## src/ptri_pkg.sv

```systemverilog
`default_nettype none
// ----------------------------------------------------------------------------
// ptri_pkg: shared types and constants of the polygon triangulator
// Widths, register indexes, controller states and the command and status
// groups between the controller and the datapath.
// ----------------------------------------------------------------------------
package ptri_pkg;

    localparam int MAX_CORNERS_DEF = 32;
    localparam int INDEX_BITS_DEF  = 24;

    localparam int COORD_W    = 32;   // Q16.16 coordinate
    localparam int SUM_W      = 38;   // coordinate sum
    localparam int CNT_W      = 24;   // base node count, centroid counter
    localparam int CFG_IDX_W  = 2;
    localparam int CFG_DATA_W = 24;

    localparam logic [CFG_IDX_W-1:0] CFG_FLIP  = 2'd0;
    localparam logic [CFG_IDX_W-1:0] CFG_SPLIT = 2'd1;
    localparam logic [CFG_IDX_W-1:0] CFG_BASE  = 2'd2;

    localparam int SPLIT_ABOVE = 4;
    localparam int MIN_CORNERS = 3;

    localparam logic KIND_TRI = 1'b0;
    localparam logic KIND_VTX = 1'b1;

    typedef enum logic [2:0] {
        S_COLLECT,
        S_DECIDE,
        S_DIV,
        S_CVTX,
        S_PRIME,
        S_HOLD,
        S_FETCH,
        S_EMIT
    } t_state;

    typedef struct packed {
        logic in_ready;
        logic setup;
        logic clr;
        logic vtx_emit;
        logic rd;
        logic ptr_inc;
        logic cur_load;
        logic tri_emit;
    } t_cmd;

    typedef struct packed {
        logic last_in;
        logic small_poly;
        logic split;
        logic div_busy;
        logic slot_free;
        logic tri_last;
    } t_status;

endpackage
`default_nettype wire

```

## src/ptri_vtx_if.sv

```systemverilog
`default_nettype none
// ----------------------------------------------------------------------------
// ptri_vtx_if: corner request channel
// One polygon corner per request: vertex index, coordinates, last flag.
// ----------------------------------------------------------------------------
interface ptri_vtx_if #(
    parameter int INDEX_BITS = ptri_pkg::INDEX_BITS_DEF
);
    logic                               valid;
    logic                               ready;
    logic [INDEX_BITS-1:0]              vertex_index;
    logic signed [ptri_pkg::COORD_W-1:0] pos_x;
    logic signed [ptri_pkg::COORD_W-1:0] pos_y;
    logic signed [ptri_pkg::COORD_W-1:0] pos_z;
    logic                               last_corner;

    modport src (output valid, vertex_index, pos_x, pos_y, pos_z, last_corner,
                 input ready);
    modport snk (input valid, vertex_index, pos_x, pos_y, pos_z, last_corner,
                 output ready);
endinterface
`default_nettype wire

```

## src/ptri_rec_if.sv

```systemverilog
`default_nettype none
// ----------------------------------------------------------------------------
// ptri_rec_if: record request channel
// Triangle records and centroid vertex records.
// ----------------------------------------------------------------------------
interface ptri_rec_if #(
    parameter int INDEX_BITS = ptri_pkg::INDEX_BITS_DEF
);
    logic                               valid;
    logic                               ready;
    logic                               record_kind;
    logic [INDEX_BITS-1:0]              corner_a;
    logic [INDEX_BITS-1:0]              corner_b;
    logic [INDEX_BITS-1:0]              corner_c;
    logic signed [ptri_pkg::COORD_W-1:0] centroid_x;
    logic signed [ptri_pkg::COORD_W-1:0] centroid_y;
    logic signed [ptri_pkg::COORD_W-1:0] centroid_z;
    logic                               overflowed;
    logic                               last_record;

    modport src (output valid, record_kind, corner_a, corner_b, corner_c,
                 centroid_x, centroid_y, centroid_z, overflowed, last_record,
                 input ready);
    modport snk (input valid, record_kind, corner_a, corner_b, corner_c,
                 centroid_x, centroid_y, centroid_z, overflowed, last_record,
                 output ready);
endinterface
`default_nettype wire

```

## src/ptri_divider.sv

```systemverilog
`default_nettype none
// ----------------------------------------------------------------------------
// ptri_divider: three-lane serial divider for the centroid
// Restoring division, one quotient bit per lane per cycle, truncating
// toward zero.
// ----------------------------------------------------------------------------
module ptri_divider #(
    parameter int DIVISOR_W = 6
) (
    input  wire logic                                 i_clk,
    input  wire logic                                 i_rst_n,
    input  wire logic                                 i_start,
    input  wire logic [DIVISOR_W-1:0]                 i_divisor,
    input  wire logic signed [ptri_pkg::SUM_W-1:0]    i_dividend [3],
    output logic                                      o_busy,
    output logic [ptri_pkg::COORD_W-1:0]              o_quot [3]
);
    import ptri_pkg::*;

    localparam int STEP_W = $clog2(SUM_W);

    logic                 r_busy;
    logic [STEP_W-1:0]    r_step;
    logic [DIVISOR_W-1:0] r_divisor;
    logic [SUM_W-1:0]     r_dvd [3];
    logic [DIVISOR_W-1:0] r_rem [3];
    logic                 r_neg [3];

    logic [DIVISOR_W:0]   trial [3];
    logic                 fits  [3];
    logic [SUM_W-1:0]     qneg  [3];

    always_comb begin
        for (int l = 0; l < 3; l++) begin
            trial[l] = {r_rem[l], r_dvd[l][SUM_W-1]};
            fits[l]  = trial[l] >= {1'b0, r_divisor};
            qneg[l]  = r_neg[l] ? (~r_dvd[l] + 1'b1) : r_dvd[l];
            o_quot[l] = qneg[l][COORD_W-1:0];
        end
    end

    always_ff @(posedge i_clk) begin
        if (!i_rst_n) begin
            r_busy <= 1'b0;
            r_step <= '0;
        end else if (i_start) begin
            r_busy <= 1'b1;
            r_step <= '0;
        end else if (r_busy) begin
            r_step <= r_step + 1'b1;
            if (r_step == STEP_W'(SUM_W - 1)) begin
                r_busy <= 1'b0;
            end
        end
    end

    always_ff @(posedge i_clk) begin
        if (i_start) begin
            r_divisor <= i_divisor;
            for (int l = 0; l < 3; l++) begin
                r_neg[l] <= i_dividend[l][SUM_W-1];
                r_dvd[l] <= i_dividend[l][SUM_W-1] ? SUM_W'(-i_dividend[l])
                                                   : SUM_W'(i_dividend[l]);
                r_rem[l] <= '0;
            end
        end else if (r_busy) begin
            for (int l = 0; l < 3; l++) begin
                // shift the quotient bit in where the dividend bit leaves
                r_dvd[l] <= {r_dvd[l][SUM_W-2:0], fits[l]};
                r_rem[l] <= fits[l] ? DIVISOR_W'(trial[l] - {1'b0, r_divisor})
                                    : DIVISOR_W'(trial[l]);
            end
        end
    end

    assign o_busy = r_busy;

`ifndef ASSERT_OFF
    a_step_bound: assert property (@(posedge i_clk) disable iff (!i_rst_n)
        r_busy |-> (r_step < STEP_W'(SUM_W)))
        else $error("divider step counter ran past the dividend width");
`endif

endmodule
`default_nettype wire

```

## src/ptri_ctrl.sv

```systemverilog
`default_nettype none
// ----------------------------------------------------------------------------
// ptri_ctrl: polygon triangulator controller
// Sequences corner collection, the centroid division and the emission of
// records, one memory read and one record per triangle.
// ----------------------------------------------------------------------------
module ptri_ctrl (
    input  wire logic              i_clk,
    input  wire logic              i_rst_n,
    input  wire ptri_pkg::t_status i_status,
    output ptri_pkg::t_cmd         o_cmd
);
    import ptri_pkg::*;

    t_state r_state;
    t_state n_state;

    always_comb begin
        n_state = r_state;
        unique case (r_state)
            S_COLLECT: if (i_status.last_in) n_state = S_DECIDE;
            S_DECIDE: begin
                priority if (i_status.small_poly) n_state = S_COLLECT;
                else if (i_status.split)          n_state = S_DIV;
                else                              n_state = S_PRIME;
            end
            S_DIV:   if (!i_status.div_busy) n_state = S_CVTX;
            S_CVTX:  if (i_status.slot_free) n_state = S_PRIME;
            S_PRIME: n_state = S_HOLD;
            S_HOLD:  n_state = S_FETCH;
            S_FETCH: n_state = S_EMIT;
            S_EMIT: begin
                if (i_status.slot_free) begin
                    n_state = i_status.tri_last ? S_COLLECT : S_FETCH;
                end
            end
            default: n_state = S_COLLECT;
        endcase
    end

    always_comb begin
        o_cmd = '0;
        unique case (r_state)
            S_COLLECT: o_cmd.in_ready = 1'b1;
            S_DECIDE: begin
                o_cmd.setup = 1'b1;
                o_cmd.clr   = i_status.small_poly;
            end
            S_DIV: ;
            S_CVTX: o_cmd.vtx_emit = i_status.slot_free;
            S_PRIME: begin
                o_cmd.rd      = 1'b1;
                o_cmd.ptr_inc = 1'b1;
            end
            S_HOLD:  o_cmd.cur_load = 1'b1;
            S_FETCH: o_cmd.rd = 1'b1;
            S_EMIT: begin
                o_cmd.tri_emit = i_status.slot_free;
                o_cmd.ptr_inc  = i_status.slot_free;
                o_cmd.clr      = i_status.slot_free && i_status.tri_last;
            end
            default: o_cmd = '0;
        endcase
    end

    always_ff @(posedge i_clk) begin
        if (!i_rst_n) begin
            r_state <= S_COLLECT;
        end else begin
            r_state <= n_state;
        end
    end

`ifndef ASSERT_OFF
    a_split_divides: assert property (@(posedge i_clk) disable iff (!i_rst_n)
        (r_state == S_DECIDE && i_status.split && !i_status.small_poly)
        |=> (r_state == S_DIV))
        else $error("split polygon skipped the centroid division");
    a_last_clears: assert property (@(posedge i_clk) disable iff (!i_rst_n)
        (o_cmd.tri_emit && i_status.tri_last) |-> o_cmd.clr)
        else $error("final triangle emitted without clearing the polygon");
`endif

endmodule
`default_nettype wire

```

## src/ptri_datapath.sv

```systemverilog
`default_nettype none
// ----------------------------------------------------------------------------
// ptri_datapath: polygon triangulator datapath
// Configuration registers, corner memory, coordinate sums, centroid
// divider and the output record register.
// ----------------------------------------------------------------------------
module ptri_datapath #(
    parameter int MAX_CORNERS = ptri_pkg::MAX_CORNERS_DEF,
    parameter int INDEX_BITS  = ptri_pkg::INDEX_BITS_DEF
) (
    input  wire logic                               i_clk,
    input  wire logic                               i_rst_n,
    input  wire logic                               i_cfg_we,
    input  wire logic [ptri_pkg::CFG_IDX_W-1:0]     i_cfg_idx,
    input  wire logic [ptri_pkg::CFG_DATA_W-1:0]    i_cfg_data,
    input  wire ptri_pkg::t_cmd                     i_cmd,
    output ptri_pkg::t_status                       o_status,
    ptri_vtx_if.snk                                 i_vtx,
    ptri_rec_if.src                                 o_rec
);
    import ptri_pkg::*;

    localparam int CW = $clog2(MAX_CORNERS + 1);
    localparam int AW = $clog2(MAX_CORNERS);

    // configuration
    logic             r_flip;
    logic             r_split_cfg;
    logic [CNT_W-1:0] r_base;

    // polygon state
    logic [INDEX_BITS-1:0]   r_buf [MAX_CORNERS];
    logic [CW-1:0]           r_count;
    logic signed [SUM_W-1:0] r_sum_x, r_sum_y, r_sum_z;
    logic                    r_ovf;
    logic [CNT_W-1:0]        r_added;
    logic [INDEX_BITS-1:0]   r_first;

    // emission state
    logic                  r_split_mode;
    logic [CW-1:0]         r_ptr;
    logic [INDEX_BITS-1:0] r_cidx;
    logic [INDEX_BITS-1:0] r_rd;
    logic [INDEX_BITS-1:0] r_cur;

    // output record
    logic                      r_out_valid;
    logic                      r_kind;
    logic [INDEX_BITS-1:0]     r_a, r_b, r_c;
    logic signed [COORD_W-1:0] r_cx, r_cy, r_cz;
    logic                      r_out_ovf;
    logic                      r_out_last;

    logic                    accept;
    logic                    keep;
    logic                    small_poly;
    logic                    split;
    logic                    wrap;
    logic                    tri_last;
    logic                    slot_free;
    logic                    div_start;
    logic                    div_busy;
    logic [INDEX_BITS-1:0]   next_corner;
    logic [INDEX_BITS-1:0]   tri_a;
    logic [CNT_W:0]          cidx_sum;
    logic signed [SUM_W-1:0] sums [3];
    logic [COORD_W-1:0]      quot [3];

    assign i_vtx.ready = i_cmd.in_ready;
    assign accept      = i_vtx.valid && i_cmd.in_ready;
    assign keep        = int'(r_count) < MAX_CORNERS;
    assign small_poly  = int'(r_count) < MIN_CORNERS;
    assign split       = r_split_cfg && (int'(r_count) > SPLIT_ABOVE);
    assign wrap        = r_ptr == r_count;
    assign tri_last    = r_split_mode ? wrap
                                      : (({1'b0, r_ptr} + 1'b1) == {1'b0, r_count});
    assign slot_free   = !r_out_valid || o_rec.ready;
    assign div_start   = i_cmd.setup && split;
    assign next_corner = wrap ? r_first : r_rd;
    assign tri_a       = r_split_mode ? r_cidx : r_first;
    assign cidx_sum    = {1'b0, r_base} + {1'b0, r_added};

    assign o_status.last_in    = accept && i_vtx.last_corner;
    assign o_status.small_poly = small_poly;
    assign o_status.split      = split;
    assign o_status.div_busy   = div_busy;
    assign o_status.slot_free  = slot_free;
    assign o_status.tri_last   = tri_last;

    assign sums[0] = r_sum_x;
    assign sums[1] = r_sum_y;
    assign sums[2] = r_sum_z;

    ptri_divider #(
        .DIVISOR_W (CW)
    ) u_div (
        .i_clk      (i_clk),
        .i_rst_n    (i_rst_n),
        .i_start    (div_start),
        .i_divisor  (r_count),
        .i_dividend (sums),
        .o_busy     (div_busy),
        .o_quot     (quot)
    );

    always_ff @(posedge i_clk) begin
        if (!i_rst_n) begin
            r_flip      <= 1'b0;
            r_split_cfg <= 1'b0;
            r_base      <= '0;
        end else if (i_cfg_we) begin
            unique case (i_cfg_idx)
                CFG_FLIP:  r_flip      <= i_cfg_data[0];
                CFG_SPLIT: r_split_cfg <= i_cfg_data[0];
                CFG_BASE:  r_base      <= CNT_W'(i_cfg_data);
                default: ;
            endcase
        end
    end

    // corner memory: one write port, one registered read port
    always_ff @(posedge i_clk) begin
        if (accept && keep) begin
            r_buf[r_count[AW-1:0]] <= i_vtx.vertex_index;
        end
        if (i_cmd.rd && !wrap) begin
            r_rd <= r_buf[r_ptr[AW-1:0]];
        end
    end

    always_ff @(posedge i_clk) begin
        if (!i_rst_n) begin
            r_count <= '0;
            r_sum_x <= '0;
            r_sum_y <= '0;
            r_sum_z <= '0;
            r_ovf   <= 1'b0;
            r_added <= '0;
        end else begin
            if (i_cmd.clr) begin
                r_count <= '0;
                r_sum_x <= '0;
                r_sum_y <= '0;
                r_sum_z <= '0;
                r_ovf   <= 1'b0;
            end else if (accept) begin
                if (keep) begin
                    r_count <= r_count + 1'b1;
                    r_sum_x <= r_sum_x + SUM_W'(i_vtx.pos_x);
                    r_sum_y <= r_sum_y + SUM_W'(i_vtx.pos_y);
                    r_sum_z <= r_sum_z + SUM_W'(i_vtx.pos_z);
                end else begin
                    r_ovf <= 1'b1;
                end
            end
            if (i_cmd.vtx_emit) begin
                r_added <= r_added + 1'b1;
            end
        end
    end

    always_ff @(posedge i_clk) begin
        if (accept && keep && (r_count == '0)) begin
            r_first <= i_vtx.vertex_index;
        end
    end

    always_ff @(posedge i_clk) begin
        if (!i_rst_n) begin
            r_split_mode <= 1'b0;
            r_ptr        <= '0;
        end else if (i_cmd.setup) begin
            r_split_mode <= split;
            r_ptr        <= split ? CW'(0) : CW'(1);
        end else if (i_cmd.ptr_inc) begin
            r_ptr <= r_ptr + 1'b1;
        end
    end

    always_ff @(posedge i_clk) begin
        if (i_cmd.setup) begin
            r_cidx <= INDEX_BITS'(cidx_sum);
        end
        if (i_cmd.cur_load) begin
            r_cur <= r_rd;
        end else if (i_cmd.tri_emit) begin
            r_cur <= next_corner;
        end
    end

    always_ff @(posedge i_clk) begin
        if (!i_rst_n) begin
            r_out_valid <= 1'b0;
        end else if (i_cmd.vtx_emit || i_cmd.tri_emit) begin
            r_out_valid <= 1'b1;
        end else if (o_rec.ready) begin
            r_out_valid <= 1'b0;
        end
    end

    always_ff @(posedge i_clk) begin
        if (i_cmd.vtx_emit) begin
            r_kind     <= KIND_VTX;
            r_a        <= r_cidx;
            r_b        <= '0;
            r_c        <= '0;
            r_cx       <= quot[0];
            r_cy       <= quot[1];
            r_cz       <= quot[2];
            r_out_ovf  <= r_ovf;
            r_out_last <= 1'b0;
        end else if (i_cmd.tri_emit) begin
            r_kind     <= KIND_TRI;
            r_a        <= r_flip ? next_corner : tri_a;
            r_b        <= r_cur;
            r_c        <= r_flip ? tri_a : next_corner;
            r_cx       <= '0;
            r_cy       <= '0;
            r_cz       <= '0;
            r_out_ovf  <= r_ovf;
            r_out_last <= tri_last;
        end
    end

    assign o_rec.valid       = r_out_valid;
    assign o_rec.record_kind = r_kind;
    assign o_rec.corner_a    = r_a;
    assign o_rec.corner_b    = r_b;
    assign o_rec.corner_c    = r_c;
    assign o_rec.centroid_x  = r_cx;
    assign o_rec.centroid_y  = r_cy;
    assign o_rec.centroid_z  = r_cz;
    assign o_rec.overflowed  = r_out_ovf;
    assign o_rec.last_record = r_out_last;

`ifndef ASSERT_OFF
    a_count_bound: assert property (@(posedge i_clk) disable iff (!i_rst_n)
        r_count <= CW'(MAX_CORNERS))
        else $error("corner count exceeds the buffer depth");
    a_vtx_after_div: assert property (@(posedge i_clk) disable iff (!i_rst_n)
        i_cmd.vtx_emit |-> !div_busy)
        else $error("centroid record loaded while the divider runs");
    a_no_accept_emit: assert property (@(posedge i_clk) disable iff (!i_rst_n)
        accept |-> !(i_cmd.tri_emit || i_cmd.vtx_emit || i_cmd.rd))
        else $error("corner accepted during record emission");
`endif

endmodule
`default_nettype wire

```

## src/polygon_triangulator_core.sv

```systemverilog
`default_nettype none
// ----------------------------------------------------------------------------
// polygon_triangulator_core: fan and centroid polygon triangulator
// Corners arrive on i_vtx, one request each, the last flagged; records
// leave on o_rec. Configuration goes through i_cfg_we / i_cfg_idx /
// i_cfg_data: flip order, centroid split, base count. The user writes it
// only while the block is idle; the block itself does not enforce this.
// Corners are taken one per cycle while a polygon is collected. At the last
// corner the block stops taking corners while it:
//   decides the mode (a polygon under three corners ends here),
//   runs the serial division and loads the centroid record when the
//   polygon is split around a centroid,
//   primes the corner memory read,
//   makes each triangle with one memory read and one record load.
// The corner memory has a single read port and the divider is bit-serial.
// Records sit in an output register; when the receiver stalls, emission
// holds at that record and resumes when it is taken.
// Reset clears counts, sums, the centroid counter, configuration and the
// output valid; the corner memory needs no clearing pass.
// ----------------------------------------------------------------------------
module polygon_triangulator_core #(
    parameter int MAX_CORNERS = ptri_pkg::MAX_CORNERS_DEF,
    parameter int INDEX_BITS  = ptri_pkg::INDEX_BITS_DEF
) (
    input  wire logic                            i_clk,
    input  wire logic                            i_rst_n,
    input  wire logic                            i_cfg_we,
    input  wire logic [ptri_pkg::CFG_IDX_W-1:0]  i_cfg_idx,
    input  wire logic [ptri_pkg::CFG_DATA_W-1:0] i_cfg_data,
    ptri_vtx_if.snk                              i_vtx,
    ptri_rec_if.src                              o_rec
);
    import ptri_pkg::*;

    t_cmd    cmd;
    t_status status;

    ptri_ctrl u_ctrl (
        .i_clk    (i_clk),
        .i_rst_n  (i_rst_n),
        .i_status (status),
        .o_cmd    (cmd)
    );

    ptri_datapath #(
        .MAX_CORNERS (MAX_CORNERS),
        .INDEX_BITS  (INDEX_BITS)
    ) u_dp (
        .i_clk      (i_clk),
        .i_rst_n    (i_rst_n),
        .i_cfg_we   (i_cfg_we),
        .i_cfg_idx  (i_cfg_idx),
        .i_cfg_data (i_cfg_data),
        .i_cmd      (cmd),
        .o_status   (status),
        .i_vtx      (i_vtx),
        .o_rec      (o_rec)
    );

endmodule
`default_nettype wire

```

## src/flat_wrapper.sv

```systemverilog
// flat-port wrapper written by rule: the top's interface ports become plain ports
module polygon_triangulator_core_flat import ptri_pkg::*;
#(
    parameter int MAX_CORNERS = ptri_pkg::MAX_CORNERS_DEF,
    parameter int INDEX_BITS  = ptri_pkg::INDEX_BITS_DEF
)
  (i_clk, i_rst_n, i_cfg_we, i_cfg_idx, i_cfg_data, i_vtx_valid, i_vtx_vertex_index, i_vtx_pos_x, i_vtx_pos_y, i_vtx_pos_z, i_vtx_last_corner, i_vtx_ready, o_rec_valid, o_rec_record_kind, o_rec_corner_a, o_rec_corner_b, o_rec_corner_c, o_rec_centroid_x, o_rec_centroid_y, o_rec_centroid_z, o_rec_overflowed, o_rec_last_record, o_rec_ready);
  ptri_vtx_if #(.INDEX_BITS(INDEX_BITS)) i_vtx_i ();
  ptri_rec_if #(.INDEX_BITS(INDEX_BITS)) o_rec_i ();
  input  wire logic i_clk;
  input  wire logic i_rst_n;
  input  wire logic i_cfg_we;
  input  wire logic [ptri_pkg::CFG_IDX_W-1:0] i_cfg_idx;
  input  wire logic [ptri_pkg::CFG_DATA_W-1:0] i_cfg_data;
  input wire logic [$bits(i_vtx_i.valid)-1:0] i_vtx_valid;
  input wire logic [$bits(i_vtx_i.vertex_index)-1:0] i_vtx_vertex_index;
  input wire logic [$bits(i_vtx_i.pos_x)-1:0] i_vtx_pos_x;
  input wire logic [$bits(i_vtx_i.pos_y)-1:0] i_vtx_pos_y;
  input wire logic [$bits(i_vtx_i.pos_z)-1:0] i_vtx_pos_z;
  input wire logic [$bits(i_vtx_i.last_corner)-1:0] i_vtx_last_corner;
  output wire logic [$bits(i_vtx_i.ready)-1:0] i_vtx_ready;
  output wire logic [$bits(o_rec_i.valid)-1:0] o_rec_valid;
  output wire logic [$bits(o_rec_i.record_kind)-1:0] o_rec_record_kind;
  output wire logic [$bits(o_rec_i.corner_a)-1:0] o_rec_corner_a;
  output wire logic [$bits(o_rec_i.corner_b)-1:0] o_rec_corner_b;
  output wire logic [$bits(o_rec_i.corner_c)-1:0] o_rec_corner_c;
  output wire logic [$bits(o_rec_i.centroid_x)-1:0] o_rec_centroid_x;
  output wire logic [$bits(o_rec_i.centroid_y)-1:0] o_rec_centroid_y;
  output wire logic [$bits(o_rec_i.centroid_z)-1:0] o_rec_centroid_z;
  output wire logic [$bits(o_rec_i.overflowed)-1:0] o_rec_overflowed;
  output wire logic [$bits(o_rec_i.last_record)-1:0] o_rec_last_record;
  input wire logic [$bits(o_rec_i.ready)-1:0] o_rec_ready;
  assign i_vtx_i.valid = i_vtx_valid;
  assign i_vtx_i.vertex_index = i_vtx_vertex_index;
  assign i_vtx_i.pos_x = i_vtx_pos_x;
  assign i_vtx_i.pos_y = i_vtx_pos_y;
  assign i_vtx_i.pos_z = i_vtx_pos_z;
  assign i_vtx_i.last_corner = i_vtx_last_corner;
  assign i_vtx_ready = i_vtx_i.ready;
  assign o_rec_valid = o_rec_i.valid;
  assign o_rec_record_kind = o_rec_i.record_kind;
  assign o_rec_corner_a = o_rec_i.corner_a;
  assign o_rec_corner_b = o_rec_i.corner_b;
  assign o_rec_corner_c = o_rec_i.corner_c;
  assign o_rec_centroid_x = o_rec_i.centroid_x;
  assign o_rec_centroid_y = o_rec_i.centroid_y;
  assign o_rec_centroid_z = o_rec_i.centroid_z;
  assign o_rec_overflowed = o_rec_i.overflowed;
  assign o_rec_last_record = o_rec_i.last_record;
  assign o_rec_i.ready = o_rec_ready;
  polygon_triangulator_core #(.MAX_CORNERS(MAX_CORNERS), .INDEX_BITS(INDEX_BITS)) u_core (.i_clk(i_clk), .i_rst_n(i_rst_n), .i_cfg_we(i_cfg_we), .i_cfg_idx(i_cfg_idx), .i_cfg_data(i_cfg_data), .i_vtx(i_vtx_i), .o_rec(o_rec_i));
endmodule
```

## config.mk

```make
export PLATFORM = sky130hd
export DESIGN_NAME = polygon_triangulator_core_flat
export DESIGN_NICKNAME = d
export VERILOG_FILES = /design/src/ptri_pkg.sv /design/src/ptri_vtx_if.sv /design/src/ptri_rec_if.sv /design/src/ptri_divider.sv /design/src/ptri_ctrl.sv /design/src/ptri_datapath.sv /design/src/polygon_triangulator_core.sv /design/src/flat_wrapper.sv
export SDC_FILE = /design/constraint.sdc
export NUM_CORES = 2
export LEC_CHECK = 0
export ABC_AREA = 1
export ABC_CLOCK_PERIOD_IN_PS = 16740
export BUFFER_PORTS_ARGS = -buffer_cell sky130_fd_sc_hd__buf_2
export CORE_AREA = 3 3 400 402
export CTS_CLUSTER_SIZE = 16
export DETAILED_ROUTE_END_ITERATION = 10
export DIE_AREA = 0 0 403 405
export PLACE_DENSITY_LB_ADDON = 0.2
export SYNTH_ARGS = -nofsm -noshare
export SYNTH_HDL_FRONTEND = slang
export SYNTH_HIERARCHICAL = 1
export SYNTH_SLANG_ARGS = --single-unit
export TNS_END_PERCENT = 50
```

## constraint.sdc

```tcl
create_clock -name i_clk -period 16.74 [get_ports i_clk]
set_clock_uncertainty 0.1 [all_clocks]
set_input_delay 5.022 -clock i_clk [delete_from_list [all_inputs] [get_ports i_clk]]
set_output_delay 5.022 -clock i_clk [all_outputs]
set_load 0.02 [all_outputs]
```

==> metrics.md <==
| Metric | Value |
|---|---|
| Drc violations | `0` |
| Total grt overflow | `0` |
| Fin crit share | `between 40% and 50%` |
| Std-Cell Rows | `145` |
| Most Frequent Cell on Critical Path | `buf_4` |
| Largest fanout on the critical path | `76` |
| CTS tree | `done` |
| CP Launch Type | `primary input` |
| Min-Delay Path Class | `reg -> reg` |
| Root buffer cell | `clkbuf_16` |
| Placer's final routability congestion estimate | `0.9006` |
| Maximum VDD drop | `0.09179 mV` |
| Wire per inst | `roughly 21 um` |
| RR Startpoint | `u_core/u_dp/r_ptr[3]` |
| Setup TNS | `0 ps` |
| Die H | `405 um` |
| Fillers | `14660` |
| H-tree Lvls | `4` |
| Commonest non-fill, non-tap cell in the layout | `nand2_1` |
| Post-Route M1 WL | `95.35 mm` |
| Max clock buf depth | `3` |
| Hold Path Stages | `0` |
| Final Power | `approximately 8.4 mW` |
| PwrDens | `106.2 nW/um^2` |
| Initial antenna violation count | `10` |
| Number of distinct library cells after synthesis | `57` |
| Slew @ Worst Pin | `around 1300 ps` |
| Nets | `8589` |
| Slowest stage delay, CP | `880 ps` |
| Netlist Area Pre-Place | `between 70000 and 80000 um^2` |
| Cell count after synthesis | `8066` |
| Die area | `163200 um^2` |
| Post-synth top area share | `47.93%` |
| DP HPWL | `145.6 mm` |
| Rel. slew slack | `10.65%` |
| Pin count of the biggest net entering global routing | `168` |
| Total track usage | `between 20% and 30%` |
| Vias in the first global route | `52530` |
| Final core occ | `50.51%` |
| Endpoints failing setup | `0` |
| Max Used Layer | `met5` |
| Max Cap Viol | `0` |
| Critical register-to-register path endpoint | `u_core/u_dp/r_sum_z[4]` |
| Register area share after synthesis | `54.71%` |
| Drt initial violations | `5533` |
| Dominant cells by area after synthesis | `edfxtp_1 48%, nand2_1 10%, dfxtp_1 6.8%` |
| Family with the most delay on the worst path | `buffers and inverters` |
| TritonCTS Buffers | `150` |
| Critical setup path kind | `in -> reg` |
| Place WS | `approximately 8000 ps` |
| Crit path capture type | `flop` |
| Layout cells sized above 1 | `a little under a tenth` |
| Slew Viols, Final | `0` |
| Leakage power | `32.97 nW` |
| Setup Buffers After CTS | `0` |
| Endpoints failing hold | `0` |
| Clock Pin Slew Worst Setup and Hold Paths | `60 ps` |
| Reg2Reg Depth | `15` |
| Post-route minimum period | `slightly below 8000 ps` |
| Post-route ant nets | `0` |
| Post-CTS sizing | `0` |
| Hold Worst Slack | `330.8 ps` |
| Min-delay src | `u_core/u_dp/r_ovf` |
| Vias per cell | `roughly 5.4` |
| Status | `complete, no violations` |
| Synth Warn # | `6` |
| Post-synth EDFFs | `1126` |
| Met3 Wirelength | `17.00 mm` |
| Worst Path Buf+Inv | `6` |
| First-pass GRT wire length | `321.0 mm` |
| Reg2Reg Setup Slack | `11090 ps` |
| CP cell instances | `buf_2 > buf_4 > inv_2 > nor2_4 > clkinv_2 > buf_4 > nor2_1 > o21ai_1 > inv_1` |
| Max frequency | `approximately 0.13 GHz` |
| Core area | `156400 um^2` |
| Primary FF master, synth | `edfxtp_1` |
| RSZ-0062 raised after global routing | `false` |
| Worst Hold End | `u_core/u_dp/o_rec.overflowed` |
| Syn_nets | `8391` |
| Area delta synth->final | `11.97%` |
| Seq cells post-synth | `around 1400` |
| Synth async-reset ratio | `0%` |
| Drt total wl | `215.7 mm` |
| Initial Util | `45.11%` |
| Largest area contributor in the netlist | `edfxtp_1` |
| Required time at the worst-slack endpoint | `17330 ps` |
| Met2 WL | `97.42 mm` |
| DR pass1 iterations | `6` |
| Arrival @ worst endpoint | `approximately 8500 ps` |
| Via count | `56910` |
| CTS Hold Bufs | `0` |
| Sink Count | `1365` |
| Syn Area/Cell | `8.747 um^2` |
| Clock Latency Late Sink | `800 ps` |
| Most frequent cells in the layout | `1872 x nand2_1, 1154 x nor2_1, 1126 x edfxtp_1` |
| Slowest CP cell | `nor2_4` |
| Port bufs | `about 320` |
| I/O Pins | `325` |
| Chip Width | `403 um` |
| Setup ws final | `around 9000 ps` |
==> per-stage QoR <==
stage,std cells,area (um^2)
finish,10450,79000
global route,10450,79000
CTS,10450,78990
floorplan,8066,70550
global placement,10170,73850
detailed placement,10170,73850
==> where the power goes <==
| part | internal [mW] | switching, mW | total (mW) |
|---|---|---|---|
| Sequential | 3.75 | 0.0867 | 3.84 |
| Clock | 1.96 | 1.44 | 3.40 |
| Combinational | 0.358 | 0.789 | 1.15 |
==> final cells by class <==
type,count,area (um^2),area share [%]
diodes,2,5.005,0.006335
clock buffers,190,4039,5.113
well taps,2058,2575,3.260
flip-flops and latches,1365,38610,48.87
inverters,863,3261,4.127
multi-input cells,5509,27360,34.63
clock inverters,89,1109,1.403
repair buffers,375,2042,2.585
==> Yosys cell counts, types with 134 or more instances <==
library cell / n
a21oi_1: 219
clkbuf_1: 162
dfxtp_1: 239
edfxtp_1: 1126
ha_1: 166
inv_1: 844
nand2_1: 1875
nand3_1: 467
nor2_1: 1191
o21ai_0: 626
o21ai_1: 134
o22ai_1: 194
xor2_1: 175
==> logic make-up after synthesis <==
family          synth area share, %
flops                         54.71
xor+xnor                      2.713
buf+inv                       6.833
simple gates                  21.85
compound gates                10.75
fa+ha+maj                     3.143
==> worst reg2reg max path, cell delays in order (launching register included) <==
cell and delay (ps):
dfxtp_2 310, buf_4 610, inv_2 680, nor3_2 460, xor2_1 170, nor2_1 60
nand3_1 70, o21ai_1 170, nand2_1 130, o21ai_0 150, nor2_4 850, clkinv_2 680
buf_4 580, nor2_1 380, o21ai_1 80, inv_1 70
==> sequential cells by signal, indices dropped and copies added, names as in the netlist, 32 cells and up <==
register,count
u_core/u_dp/r_buf,768
u_core/u_dp/u_div/r_dvd,114
u_core/u_dp/r_sum_x,38
u_core/u_dp/r_sum_y,38
u_core/u_dp/r_sum_z,38
u_core/u_dp/o_rec.centroid_x,32
u_core/u_dp/o_rec.centroid_y,32
u_core/u_dp/o_rec.centroid_z,32
==> worst max-delay path by stage <==
stage	from	to	slack [ps]	cells after the start
after floorplan	o_rec_ready	u_core/u_dp/o_rec.centroid_x[0]	7920	9
after global placement	i_rst_n	u_core/u_dp/r_sum_z[12]	8130	9
after detailed placement	i_rst_n	u_core/u_dp/r_sum_z[21]	8070	9
after CTS	i_rst_n	u_core/u_dp/r_sum_z[4]	8890	9
after global routing	i_rst_n	u_core/u_dp/r_sum_z[9]	8600	9
final	i_rst_n	u_core/u_dp/r_sum_z[4]	8840	9
==> routing by layer <==
metal	track usage (%)	up-vias
li1	-	27440
met1	36.54	27040
met2	40.23	2129
met3	4.454	295
met4	7.446	2
met5	0	-
Power figures use the tool's default switching activity.
